[config.mk]
export PLATFORM = sky130hd
export DESIGN_NAME = debug_breakpoint_watchpoint_unit_top_flat
export DESIGN_NICKNAME = d
export VERILOG_FILES = /design/src/dbwu_pkg.sv /design/src/dbwu_cmd_if.sv /design/src/dbwu_rsp_if.sv /design/src/debug_breakpoint_watchpoint_unit_top.sv /design/src/dbwu_slot_table.sv /design/src/flat_wrapper.sv
export SDC_FILE = /design/constraint.sdc
export NUM_CORES = 2
export LEC_CHECK = 0
export ABC_AREA = 1
export BUFFER_PORTS_ARGS = -buffer_cell sky130_fd_sc_hd__buf_2
export CORE_MARGIN = 2
export CORE_UTILIZATION = 55
export DETAILED_ROUTE_END_ITERATION = 16
export PLACE_DENSITY_LB_ADDON = 0.12
export SYNTH_ARGS = -nofsm -noshare
export SYNTH_HDL_FRONTEND = slang
export SYNTH_SLANG_ARGS = --single-unit
[constraint.sdc]
create_clock -name clk -period 2.94 [get_ports clk]
set_input_delay 0.588 -clock clk [delete_from_list [all_inputs] [get_ports clk]]
set_output_delay 0.588 -clock clk [all_outputs]
set_load 0.02 [all_outputs]
[src/dbwu_pkg.sv]
// Shared types and codes for the debug breakpoint and watchpoint unit.
`default_nettype none
package dbwu_pkg;

	typedef enum logic [3:0] {
		CMD_ADD_BP = 4'd0,
		CMD_DEL_BP = 4'd1,
		CMD_ADD_WP = 4'd2,
		CMD_DEL_WP = 4'd3,
		CMD_FETCH  = 4'd4,
		CMD_ACCESS = 4'd5,
		CMD_RUN    = 4'd6,
		CMD_CONT   = 4'd7,
		CMD_STEP   = 4'd8
	} cmd_t;

	typedef enum logic [2:0] {
		ST_DONE        = 3'd0,
		ST_FULL        = 3'd1,
		ST_NOT_FOUND   = 3'd2,
		ST_BP_HIT      = 3'd3,
		ST_WP_HIT      = 3'd4,
		ST_NOT_STARTED = 3'd5,
		ST_HALTED      = 3'd6
	} status_t;

	typedef struct packed {
		logic add;
		logic del;
	} tbl_req_t;

	typedef struct packed {
		logic       free_found;
		logic [3:0] free_slot;
		logic       match_found;
		logic [3:0] match_slot;
	} tbl_rsp_t;

endpackage
`default_nettype wire

[src/dbwu_cmd_if.sv]
// Command channel: valid/ready handshake with command and address.
`default_nettype none
interface dbwu_cmd_if;
	logic        valid;
	logic        ready;
	logic [3:0]  command;
	logic [31:0] address;

	modport source (output valid, output command, output address, input ready);
	modport sink (input valid, input command, input address, output ready);
endinterface
`default_nettype wire

[src/dbwu_rsp_if.sv]
// Result channel: valid/ready handshake with status, slot, execute, core_running.
`default_nettype none
interface dbwu_rsp_if;
	logic       valid;
	logic       ready;
	logic [2:0] status;
	logic [3:0] slot;
	logic       execute;
	logic       core_running;

	modport source (output valid, output status, output slot, output execute,
		output core_running, input ready);
	modport sink (input valid, input status, input slot, input execute,
		input core_running, output ready);
endinterface
`default_nettype wire

[src/debug_breakpoint_watchpoint_unit_top.sv]
// Top level of the debug breakpoint and watchpoint unit.
//
//   channel | modport | payload                                 | handshake
//   cmd     | sink    | command[3:0], address[31:0]             | valid/ready
//   rsp     | source  | status[2:0], slot[3:0], execute, running | valid/ready
//
// One transaction per cycle sustained while the result is not stalled; a command
// passes through an input register, then table search and run control into the result
// register. Tables and run flags update at the edge that loads the result.
// Reset clears valid bits, run-control flags and both valid stages.
// A stalled result holds and the input register fills, then ready drops.
`default_nettype none
module debug_breakpoint_watchpoint_unit_top #(
	parameter int BP_SLOTS = 16,
	parameter int WP_SLOTS = 16
) (
	input wire logic   clk,
	input wire logic   arst_n,
	dbwu_cmd_if.sink   cmd,
	dbwu_rsp_if.source rsp
);

	logic        valid_s1;
	logic [3:0]  cmd_s1;
	logic [31:0] addr_s1;

	logic        rsp_valid_q;
	logic [2:0]  status_q;
	logic [3:0]  slot_q;
	logic        execute_q;
	logic        running_q;

	logic run_q, started_q, step_q, skip_q;
	logic run_d, started_d, step_d, skip_d;

	logic                advance;
	logic                fire;
	dbwu_pkg::tbl_req_t  bp_req, wp_req;
	dbwu_pkg::tbl_rsp_t  bp_rsp, wp_rsp;
	dbwu_pkg::status_t   status_d;
	logic [3:0]          slot_d;
	logic                execute_d;

	assign advance   = !rsp_valid_q || rsp.ready;
	assign fire      = valid_s1 && advance;
	assign cmd.ready = !valid_s1 || advance;

	always_ff @(posedge clk or negedge arst_n) begin
		if (!arst_n) begin
			valid_s1 <= 1'b0;
		end else if (cmd.ready) begin
			valid_s1 <= cmd.valid;
		end
	end

	always_ff @(posedge clk) begin
		if (cmd.valid && cmd.ready) begin
			cmd_s1  <= cmd.command;
			addr_s1 <= cmd.address;
		end
	end

	assign bp_req.add = fire && (cmd_s1 == dbwu_pkg::CMD_ADD_BP);
	assign bp_req.del = fire && (cmd_s1 == dbwu_pkg::CMD_DEL_BP);
	assign wp_req.add = fire && (cmd_s1 == dbwu_pkg::CMD_ADD_WP);
	assign wp_req.del = fire && (cmd_s1 == dbwu_pkg::CMD_DEL_WP);

	dbwu_slot_table #(.SLOTS(BP_SLOTS)) u_bp_table (
		.clk     (clk),
		.arst_n  (arst_n),
		.req     (bp_req),
		.address (addr_s1),
		.rsp     (bp_rsp)
	);

	dbwu_slot_table #(.SLOTS(WP_SLOTS)) u_wp_table (
		.clk     (clk),
		.arst_n  (arst_n),
		.req     (wp_req),
		.address (addr_s1),
		.rsp     (wp_rsp)
	);

	always_comb begin
		status_d  = dbwu_pkg::ST_DONE;
		slot_d    = '0;
		execute_d = 1'b0;
		run_d     = run_q;
		started_d = started_q;
		step_d    = step_q;
		skip_d    = skip_q;
		case (cmd_s1)
			dbwu_pkg::CMD_ADD_BP: begin
				if (bp_rsp.free_found) slot_d = bp_rsp.free_slot;
				else status_d = dbwu_pkg::ST_FULL;
			end
			dbwu_pkg::CMD_ADD_WP: begin
				if (wp_rsp.free_found) slot_d = wp_rsp.free_slot;
				else status_d = dbwu_pkg::ST_FULL;
			end
			dbwu_pkg::CMD_DEL_BP: begin
				if (bp_rsp.match_found) slot_d = bp_rsp.match_slot;
				else status_d = dbwu_pkg::ST_NOT_FOUND;
			end
			dbwu_pkg::CMD_DEL_WP: begin
				if (wp_rsp.match_found) slot_d = wp_rsp.match_slot;
				else status_d = dbwu_pkg::ST_NOT_FOUND;
			end
			dbwu_pkg::CMD_FETCH: begin
				if (!run_q) begin
					status_d = dbwu_pkg::ST_HALTED;
				end else if (!skip_q && bp_rsp.match_found) begin
					run_d    = 1'b0;
					status_d = dbwu_pkg::ST_BP_HIT;
					slot_d   = bp_rsp.match_slot;
				end else begin
					skip_d    = 1'b0;
					execute_d = 1'b1;
					if (step_q) run_d = 1'b0;
				end
			end
			dbwu_pkg::CMD_ACCESS: begin
				if (wp_rsp.match_found) begin
					run_d    = 1'b0;
					status_d = dbwu_pkg::ST_WP_HIT;
					slot_d   = wp_rsp.match_slot;
				end
			end
			dbwu_pkg::CMD_RUN: begin
				run_d = 1'b1;
				if (!started_q) begin
					started_d = 1'b1;
					step_d    = 1'b0;
				end
			end
			dbwu_pkg::CMD_CONT: begin
				if (started_q) begin
					run_d  = 1'b1;
					skip_d = 1'b1;
					step_d = 1'b0;
				end else begin
					status_d = dbwu_pkg::ST_NOT_STARTED;
				end
			end
			dbwu_pkg::CMD_STEP: begin
				run_d  = 1'b1;
				step_d = 1'b1;
				skip_d = 1'b1;
			end
			default: begin
			end
		endcase
	end

	always_ff @(posedge clk or negedge arst_n) begin
		if (!arst_n) begin
			run_q       <= 1'b0;
			started_q   <= 1'b0;
			step_q      <= 1'b0;
			skip_q      <= 1'b0;
			rsp_valid_q <= 1'b0;
		end else begin
			if (advance) begin
				rsp_valid_q <= valid_s1;
			end
			if (fire) begin
				run_q     <= run_d;
				started_q <= started_d;
				step_q    <= step_d;
				skip_q    <= skip_d;
			end
		end
	end

	always_ff @(posedge clk) begin
		if (fire) begin
			status_q  <= status_d;
			slot_q    <= slot_d;
			execute_q <= execute_d;
			running_q <= run_d;
		end
	end

	assign rsp.valid        = rsp_valid_q;
	assign rsp.status       = status_q;
	assign rsp.slot         = slot_q;
	assign rsp.execute      = execute_q;
	assign rsp.core_running = running_q;

endmodule
`default_nettype wire

[src/dbwu_slot_table.sv]
// Address table with valid bits, lowest-free and lowest-match priority search.
`default_nettype none
module dbwu_slot_table #(
	parameter int SLOTS = 16
) (
	input  wire logic               clk,
	input  wire logic               arst_n,
	input  wire dbwu_pkg::tbl_req_t req,
	input  wire logic [31:0]        address,
	output dbwu_pkg::tbl_rsp_t      rsp
);

	localparam int IW = (SLOTS > 1) ? $clog2(SLOTS) : 1;

	logic [31:0]      addr_q [SLOTS];
	logic [SLOTS-1:0] valid_q;
	logic [IW-1:0]    free_idx;
	logic [IW-1:0]    match_idx;
	logic             free_found;
	logic             match_found;

	always_comb begin
		free_found  = 1'b0;
		free_idx    = '0;
		match_found = 1'b0;
		match_idx   = '0;
		for (int i = SLOTS - 1; i >= 0; i--) begin
			if (!valid_q[i]) begin
				free_found = 1'b1;
				free_idx   = IW'(i);
			end
			if (valid_q[i] && (addr_q[i] == address)) begin
				match_found = 1'b1;
				match_idx   = IW'(i);
			end
		end
	end

	assign rsp.free_found  = free_found;
	assign rsp.free_slot   = 4'(free_idx);
	assign rsp.match_found = match_found;
	assign rsp.match_slot  = 4'(match_idx);

	always_ff @(posedge clk or negedge arst_n) begin
		if (!arst_n) begin
			valid_q <= '0;
		end else begin
			if (req.add && free_found) begin
				valid_q[free_idx] <= 1'b1;
			end
			if (req.del && match_found) begin
				valid_q[match_idx] <= 1'b0;
			end
		end
	end

	always_ff @(posedge clk) begin
		if (req.add && free_found) begin
			addr_q[free_idx] <= address;
		end
	end

endmodule
`default_nettype wire

[src/flat_wrapper.sv]
// flat-port wrapper written by rule: the top's interface ports become plain ports
module debug_breakpoint_watchpoint_unit_top_flat 
#(
	parameter int BP_SLOTS = 16,
	parameter int WP_SLOTS = 16
)
  (clk, arst_n, cmd_valid, cmd_command, cmd_address, cmd_ready, rsp_valid, rsp_status, rsp_slot, rsp_execute, rsp_core_running, rsp_ready);
  dbwu_cmd_if cmd_i ();
  dbwu_rsp_if rsp_i ();
  input wire logic clk;
  input wire logic arst_n;
  input wire logic [$bits(cmd_i.valid)-1:0] cmd_valid;
  input wire logic [$bits(cmd_i.command)-1:0] cmd_command;
  input wire logic [$bits(cmd_i.address)-1:0] cmd_address;
  output wire logic [$bits(cmd_i.ready)-1:0] cmd_ready;
  output wire logic [$bits(rsp_i.valid)-1:0] rsp_valid;
  output wire logic [$bits(rsp_i.status)-1:0] rsp_status;
  output wire logic [$bits(rsp_i.slot)-1:0] rsp_slot;
  output wire logic [$bits(rsp_i.execute)-1:0] rsp_execute;
  output wire logic [$bits(rsp_i.core_running)-1:0] rsp_core_running;
  input wire logic [$bits(rsp_i.ready)-1:0] rsp_ready;
  assign cmd_i.valid = cmd_valid;
  assign cmd_i.command = cmd_command;
  assign cmd_i.address = cmd_address;
  assign cmd_ready = cmd_i.ready;
  assign rsp_valid = rsp_i.valid;
  assign rsp_status = rsp_i.status;
  assign rsp_slot = rsp_i.slot;
  assign rsp_execute = rsp_i.execute;
  assign rsp_core_running = rsp_i.core_running;
  assign rsp_i.ready = rsp_ready;
  debug_breakpoint_watchpoint_unit_top #(.BP_SLOTS(BP_SLOTS), .WP_SLOTS(WP_SLOTS)) u_core (.clk(clk), .arst_n(arst_n), .cmd(cmd_i), .rsp(rsp_i));
endmodule
* Word level (Yosys, flattened, before mapping)
Memory sizes are Yosys's and may differ from the RTL's.
Cells that the tools add are included.
** Operators by class
- Magnitude comparators :: 8
- Equal/unequal tests :: 44
- Multiplexer cells :: 174
- Bitwise operators :: 6
- Reduce and logical (&&, ||, !) cells :: 61
** Operators with widths (count)
- 32-bit == test :: 32
- 4-bit 2-to-1 mux :: 70
- 1-bit 2-to-1 mux :: 85
- 16-bit 2-to-1 mux :: 4
- 1-bit logical AND :: 47
- 16-bit bitwise AND :: 2
- 16-bit inverter :: 2
- 16-bit bitwise OR :: 2
- 3-bit case mux with 7 select lines :: 1
- 4-bit by 5-bit < comparator with 1-bit output, second input constant :: 4
- 4-bit case mux with 5 select lines :: 1
- 1-bit demux with 4-bit select :: 4
- 4-bit by 3-bit == test with 1-bit output, second input constant :: 4
- 4-bit by 1-bit greater-or-equal comparator with 1-bit output, second input constant :: 4
- 3-bit 2-to-1 mux :: 3
- 4-bit by 2-bit == test with 1-bit output, second input constant :: 2
- 2-bit 2-to-1 mux :: 3
- 1-bit case mux with 3 select lines :: 2
- 3-bit nonzero test :: 2
- 5-bit AND reduction :: 1
- 4-bit by 1-bit == test with 1-bit output, second input constant :: 1
- 4-bit == test, second input constant :: 1
- 4-bit logical NOT :: 1
- 2-bit by 1-bit inequality test with 1-bit output, second input constant :: 2
- other kinds (7) :: 13
** Storage, ports and cells
- Bits in registers :: 83
- Memory bits (writable) :: 1024
- Input bits :: 40
- Output and inout port bits :: 11
- Word-level logic and storage cells :: 309
- Memories :: 2
** Memory list
- u_core.u_bp_table.addr_q :: words 16, width 32, read ports 16, clocked after memory_dff 0, write ports 1, RTL line dbwu_slot_table.sv:15 : logic [31:0] addr_q [SLOTS];
- u_core.u_wp_table.addr_q :: words 16, width 32, read ports 16, clocked after memory_dff 0, write ports 1, RTL line dbwu_slot_table.sv:15

* Depth between registers and ports, before layout
An unclocked memory read counts as a cell.
- Depth in word-level cells :: 26
- Depth in mapped cells :: 29
- Gate-level depth less buffers :: 27

* Cells and area by module
From an unflattened synthesis, not the netlist that was laid out.
** Second synthesis, totals
- Cells, all modules :: 4133
- Area, all modules :: 49369.8 sq um
** Modules (own cells, without submodules)
- dbwu_slot_table at u_core.u_wp_table :: instances 1, cells an instance 1992, area each 23744.0 sq um, sequential area each 15775.1 sq um
- dbwu_slot_table at u_core.u_bp_table :: instances 1, cells an instance 1978, area each 23620.2 sq um, sequential area each 15775.1 sq um
- debug_breakpoint_watchpoint_unit_top :: instances 1, cells an instance 163, area each 2005.7 sq um, sequential area each 1501.4 sq um

* Worst setup path after synthesis
No wires, ideal clock.
- Path kind :: register to register
- From :: register u_core.u_bp_table.valid_q[15]
- To :: register u_core.u_bp_table.valid_q[5]
- Library setup time :: 0.063 ns
- Data arrival time :: 3.190 ns
- Required time :: 2.877 ns
- Slack :: -0.313 ns
- Cell stages (with the launch flop) :: 15
- Path buffers :: 0
- Clock period less this slack :: 3.253 ns
- Path through :: dfrtp_1 -> o21ai_0 -> a21oi_1 -> o21ai_0 -> a21boi_0 -> o21ai_0 -> nand2_1 -> nand2_1 -> nand2_1 -> a21oi_1 -> nand2_1 -> nor2_1 -> or2_2 -> nand2_1 -> inv_1
** On the way
- Word-level cells in the longest chain between the ends :: 24
- Elaborated cells on any way between the ends :: 82
- Classes of those cells :: order compare: 4; mux: 70; bitwise: 3; reduce/logical: 5
** RTL lines
- from (decl) :: RTL line dbwu_slot_table.sv:16 : logic [SLOTS-1:0] valid_q;
- from (signal assigned) :: RTL line dbwu_slot_table.sv:46 : valid_q <= '0;
- from (signal, indexed assignment) :: RTL line dbwu_slot_table.sv:49 : valid_q[free_idx] <= 1'b1;
- from (signal, indexed assignment) :: RTL line dbwu_slot_table.sv:52 : valid_q[match_idx] <= 1'b0;
- 4-bit 2-to-1 mux / 1-bit logical AND (equally long branches) :: RTL line dbwu_slot_table.sv:28, dbwu_slot_table.sv:32
- 4-bit 2-to-1 mux, on equally long branches (15 in a row) :: RTL line dbwu_slot_table.sv:28, dbwu_slot_table.sv:32
- 4-bit by 5-bit < comparator with 1-bit output (not written as such) (tied with other cells) :: RTL line dbwu_slot_table.sv:49
- 1-bit logical AND (not written as such) (tied with other cells) :: RTL line dbwu_slot_table.sv:49
- 1-bit 2-to-1 mux (not written as such) / 1-bit logical AND (equally long branches) :: RTL line dbwu_slot_table.sv:49, dbwu_slot_table.sv:52
- 1-bit demux with 4-bit select / 1-bit 2-to-1 mux (equally long branches) :: RTL line dbwu_slot_table.sv:49, dbwu_slot_table.sv:52
- 16-bit bitwise OR (no line) / 1-bit demux with 4-bit select (equally long branches)
- 16-bit 2-to-1 mux / 16-bit inverter (equally long branches)
- 16-bit bitwise AND (no line)
- 16-bit 2-to-1 mux * :: RTL line dbwu_slot_table.sv:51 : if (req.del && match_found) begin
Mark *: on every way between the ends. The rest lies on a longest branch, timed or not.
A chain may end at the register's enable or synchronous reset.

* Worst setup path after layout
- From :: register u_core.addr_s1[17]
- To :: register u_core.u_bp_table.valid_q[10]
** On the way
- Word-level cells in the longest chain between the ends :: 25
- Elaborated cells on any way between the ends :: 73
- Classes of those cells :: order compare: 2; eq/ne: 16; mux: 35; bitwise: 2; reduce/logical: 18
** RTL lines
- from (decl) :: RTL line debug_breakpoint_watchpoint_unit_top.sv:25 : logic [31:0] addr_s1;
- from (signal assigned) :: RTL line debug_breakpoint_watchpoint_unit_top.sv:59 : addr_s1 <= cmd.address;
- 32-bit == test :: RTL line dbwu_slot_table.sv:32 : if (valid_q[i] && (addr_q[i] == address)) begin
- 1-bit logical AND :: RTL line dbwu_slot_table.sv:32
- 4-bit 2-to-1 mux (16 in a row) :: RTL line dbwu_slot_table.sv:32
- 4-bit by 5-bit < comparator with 1-bit output (not written as such) / 4-bit by 1-bit greater-or-equal comparator with 1-bit output (equally long branches) :: RTL line dbwu_slot_table.sv:52
- 1-bit logical AND (not written as such) :: RTL line dbwu_slot_table.sv:52
- 1-bit 2-to-1 mux (not written as such) :: RTL line dbwu_slot_table.sv:52
- 1-bit demux with 4-bit select :: RTL line dbwu_slot_table.sv:52
- 16-bit inverter (no line)
- 16-bit bitwise AND (no line)
- 16-bit 2-to-1 mux * :: RTL line dbwu_slot_table.sv:51
Marks and branches as above.

==> results.ini <==
[setup_path]
cp_max_fo = 8
endpoint_kind = flip-flop
crit_path_start_kind = flip-flop
cp.required_ns = 3.53
r2r_setup_slack_ns = -0.13
crit_arrival_ns = 3.66
path_buf_inv = 7
critical-path-top-delay-family = simple AND/OR/NAND/NOR gates
reg2reg_depth = 20
r2r-start = u_core.addr_s1[17]
r2r-end = u_core.u_bp_table.valid_q[10]
path_cells = clkinv_4 > buf_12 > buf_4 > clkbuf_16 > nand2_1 > nand4_1 > nor4_1 > nand3_1 > nor2_1 > buf_4 > nor2_4 > nand2_4 > nor2_4 > nand2_4 > nand4_4 > nor3_4 > buf_4 > nand2_1 > o21ai_1 > inv_1
max_stage_delay_ns = 0.43
crit_top_cell = buf_4
slowest_stage = edfxtp_1
crit_type = reg2reg

[clock_network]
insertion_delay_ns = 0.70
cts_buffers = 114
clk_pin_slew_ns = 0.06
clock-sinks = 1107
cts_buffer_depth = 3
root_buffer = clkbuf_16
h-tree-depth = 3
tritoncts = yes
cts_hold_buf = 0

[sta]
relSlewSlack_pct = 28.6
skew_ns = 0.0203
final.min_clock_period_ns = 3.07
rsz0062_at_grt = true
fmax_mhz = 325
holdWs_ns = 0.0613
setup_viol = 38
fin_ws_ns = -0.134
tightest_slew_ns = 1.07
fin_crit_sh_pct = 105
slew_viol_final = 0
finalHoldViolations = 0

[min_path]
worstHoldPathType = in2async

[cells_and_area]
multi_input_area_um2 = 14800
nNetsFinal = 4879
drive_above_1_share_pct = 23.6
register_area_um2 = 33100
fillers = 6379
syn2layout_area_growth_pct = 25.4
final_cells = 6103

[grt]
grt_overflow_total = 0
grt_pass1_vias = 35112
grt_first_pass_wirelength_um = 248000
antenna_found_initial = 11
grt_usage_pct = 37.9
grt_max_degree = 39

[die]
die_w_um = 304
floorplan.initialDensity_pct = 55.7
rows = 109
die_h_um = 304
io_pins = 51
fp.dieArea_um2 = 92200
core_um2 = 88600

[synth]
synth_edf_count = 1069
synth.largest_area_cell = edfxtp_1
syn_inst = 4218
ys.flop_type = edfxtp_1
seq_area_frac_synth_pct = 66.9
synthTopCellsByArea = edfxtp_1 65%, nand2_1 7.2%, xor2_1 3.8%
avgSynthCellArea_um2 = 11.7
synth_cell_types = 57
synth_top_area_share_pct = 65.0
netlist_area_um2 = 49400
synth_nets = 4258
async_flop_share_pct = 3.43
synth_seq_cells = 1107
yosysMostFrequentCell = edfxtp_1
synth_warnings = 0
synth_common_cells = 1069 x edfxtp_1, 942 x nand2_1, 348 x nor2_1, 335 x inv_1, 215 x xor2_1

[drt]
wl_um = 180000
wl_per_cell_um = 29.5
drt_first_pass_iters = 6
drt_iter0_markers = 6243
ant_nets = 0
via_count = 37255
via_per_inst = 6.10
drc = 0

[flow_run]
maxCapViolCount = 0

[power]
leakagePower_uw = 0.0233
max-vdd-ir-drop_uv = 565
p_per_area_nw_per_um2 = 588

[place]
gp_congestion = 0.984
io_buffers = 50
hpwl_um = 121000
place_ws_ns = -0.385
placed_cells = 5793

[outcome]
violations = setup timing
status = finished with violations

layout make-up:
type / count / area share, %
Timing Repair Buffer: 672 / 12.2
Sequential cell: 1107 / 53.3
Clock buffer: 144 / 4.92
Clock inverter: 66 / 0.943
Multi-Input combinational cell: 2582 / 23.9
Antenna cell: 5 / 0.0202
Tap cell: 1165 / 2.35
Inverter: 362 / 2.34
worst max-delay path by stage:
stage | slack [ns] | start | cells past startpoint | to
after detailed placement | -0.39 | u_core.addr_s1[28] | 14 | u_core.u_wp_table.valid_q[11]
after global placement | -0.37 | u_core.addr_s1[28] | 14 | u_core.u_wp_table.valid_q[11]
after global routing | -0.28 | u_core.addr_s1[17] | 21 | u_core.u_bp_table.valid_q[1]
final | -0.13 | u_core.addr_s1[17] | 20 | u_core.u_bp_table.valid_q[10]
after CTS | -0.03 | u_core.addr_s1[14] | 16 | u_core.u_bp_table.valid_q[9]
after floorplan | -0.31 | u_core.u_bp_table.valid_q[15] | 14 | u_core.u_bp_table.valid_q[5]
cell families after synthesis:
| group | Yosys count | share of synthesized area (%) |
|---|---|---|
| buffers and inverters | 530 | 5.24 |
| and+or+nand+nor | 1716 | 15.0 |
| AOI/OAI and AO/OA | 488 | 6.22 |
| xor gates and xnor gates | 377 | 6.68 |
| DFF | 1107 | 66.9 |
repair_timing:
action                     CTS  global route
pin swaps                   38            76
buffers inserted            53            33
gates cloned                 3             8
resized for setup          148           182
setup endpoints to repair   43           462
placed cells by master, fill, tap and decap left out, types with 10 or more instances in the layout:
cell type	n
bufinv_16	10
nor2_1	263
clkinv_1	27
nor2_4	25
buf_4	396
a21oi_1	19
xnor2_1	153
buf_6	31
o21ai_0	172
nor2_2	68
o2111ai_1	31
dfrtp_1	38
nand3_1	84
nand2_4	13
nor4_1	33
inv_2	13
o221ai_1	13
edfxtp_1	1069
inv_4	10
buf_12	174
clkbuf_1	25
nand2_2	37
a22o_1	18
a211oi_1	25
or2_2	65
a221oi_1	10
nor4_2	18
nor3_1	50
clkinv_2	18
nand2_1	904
nand4_1	96
o211ai_1	10
nand3_2	14
o22ai_1	121
buf_2	50
xor2_1	215
o21ai_1	28
clkbuf_16	124
inv_1	328
power breakdown:
group	total, uW	internal [uW]	switching, uW
clock network	14400	8170	6210
registers	17600	17500	126
logic	4430	1620	2810
metrics by stage:
| step | util [%] | total power, uW | cell area (um2) | TNS [ns] |
|---|---|---|---|---|
| finish | 69.9 | 36500 | 62000 | -2.50 |
| global route | 69.9 | 37200 | 61900 | -8.23 |
| CTS | 68.5 | 36200 | 60800 | -0.0621 |
| detailed placement | 63.2 | 21900 | 56000 | -12.27 |
| global placement | 63.2 | 21800 | 56000 | -11.38 |
| floorplan | - | 19600 | 49500 | -125.73 |
metal layers:
| metal | global-route usage, % | vias to the layer above | wire length (um) |
|---|---|---|---|
| met2 | 57.8 | 2639 | 80100 |
| met1 | 52.8 | 18142 | 67600 |
| met4 | 17.4 | 8 | 9740 |
| met3 | 7.48 | 478 | 22600 |
| li1 | - | 15988 | - |
| met5 | 0 | - | 112 |
state kept, by name (all words and copies together) (netlist names), 3 cells and up:
name and count:
u_core.u_bp_table.addr_q 512, u_core.u_wp_table.addr_q 512, u_core.addr_s1 32, u_core.u_bp_table.valid_q 16, u_core.u_wp_table.valid_q 16, u_core.cmd_s1 4
u_core.rsp.slot 4, u_core.rsp.status 3
Note: power is estimated with default switching activity, not from simulation.
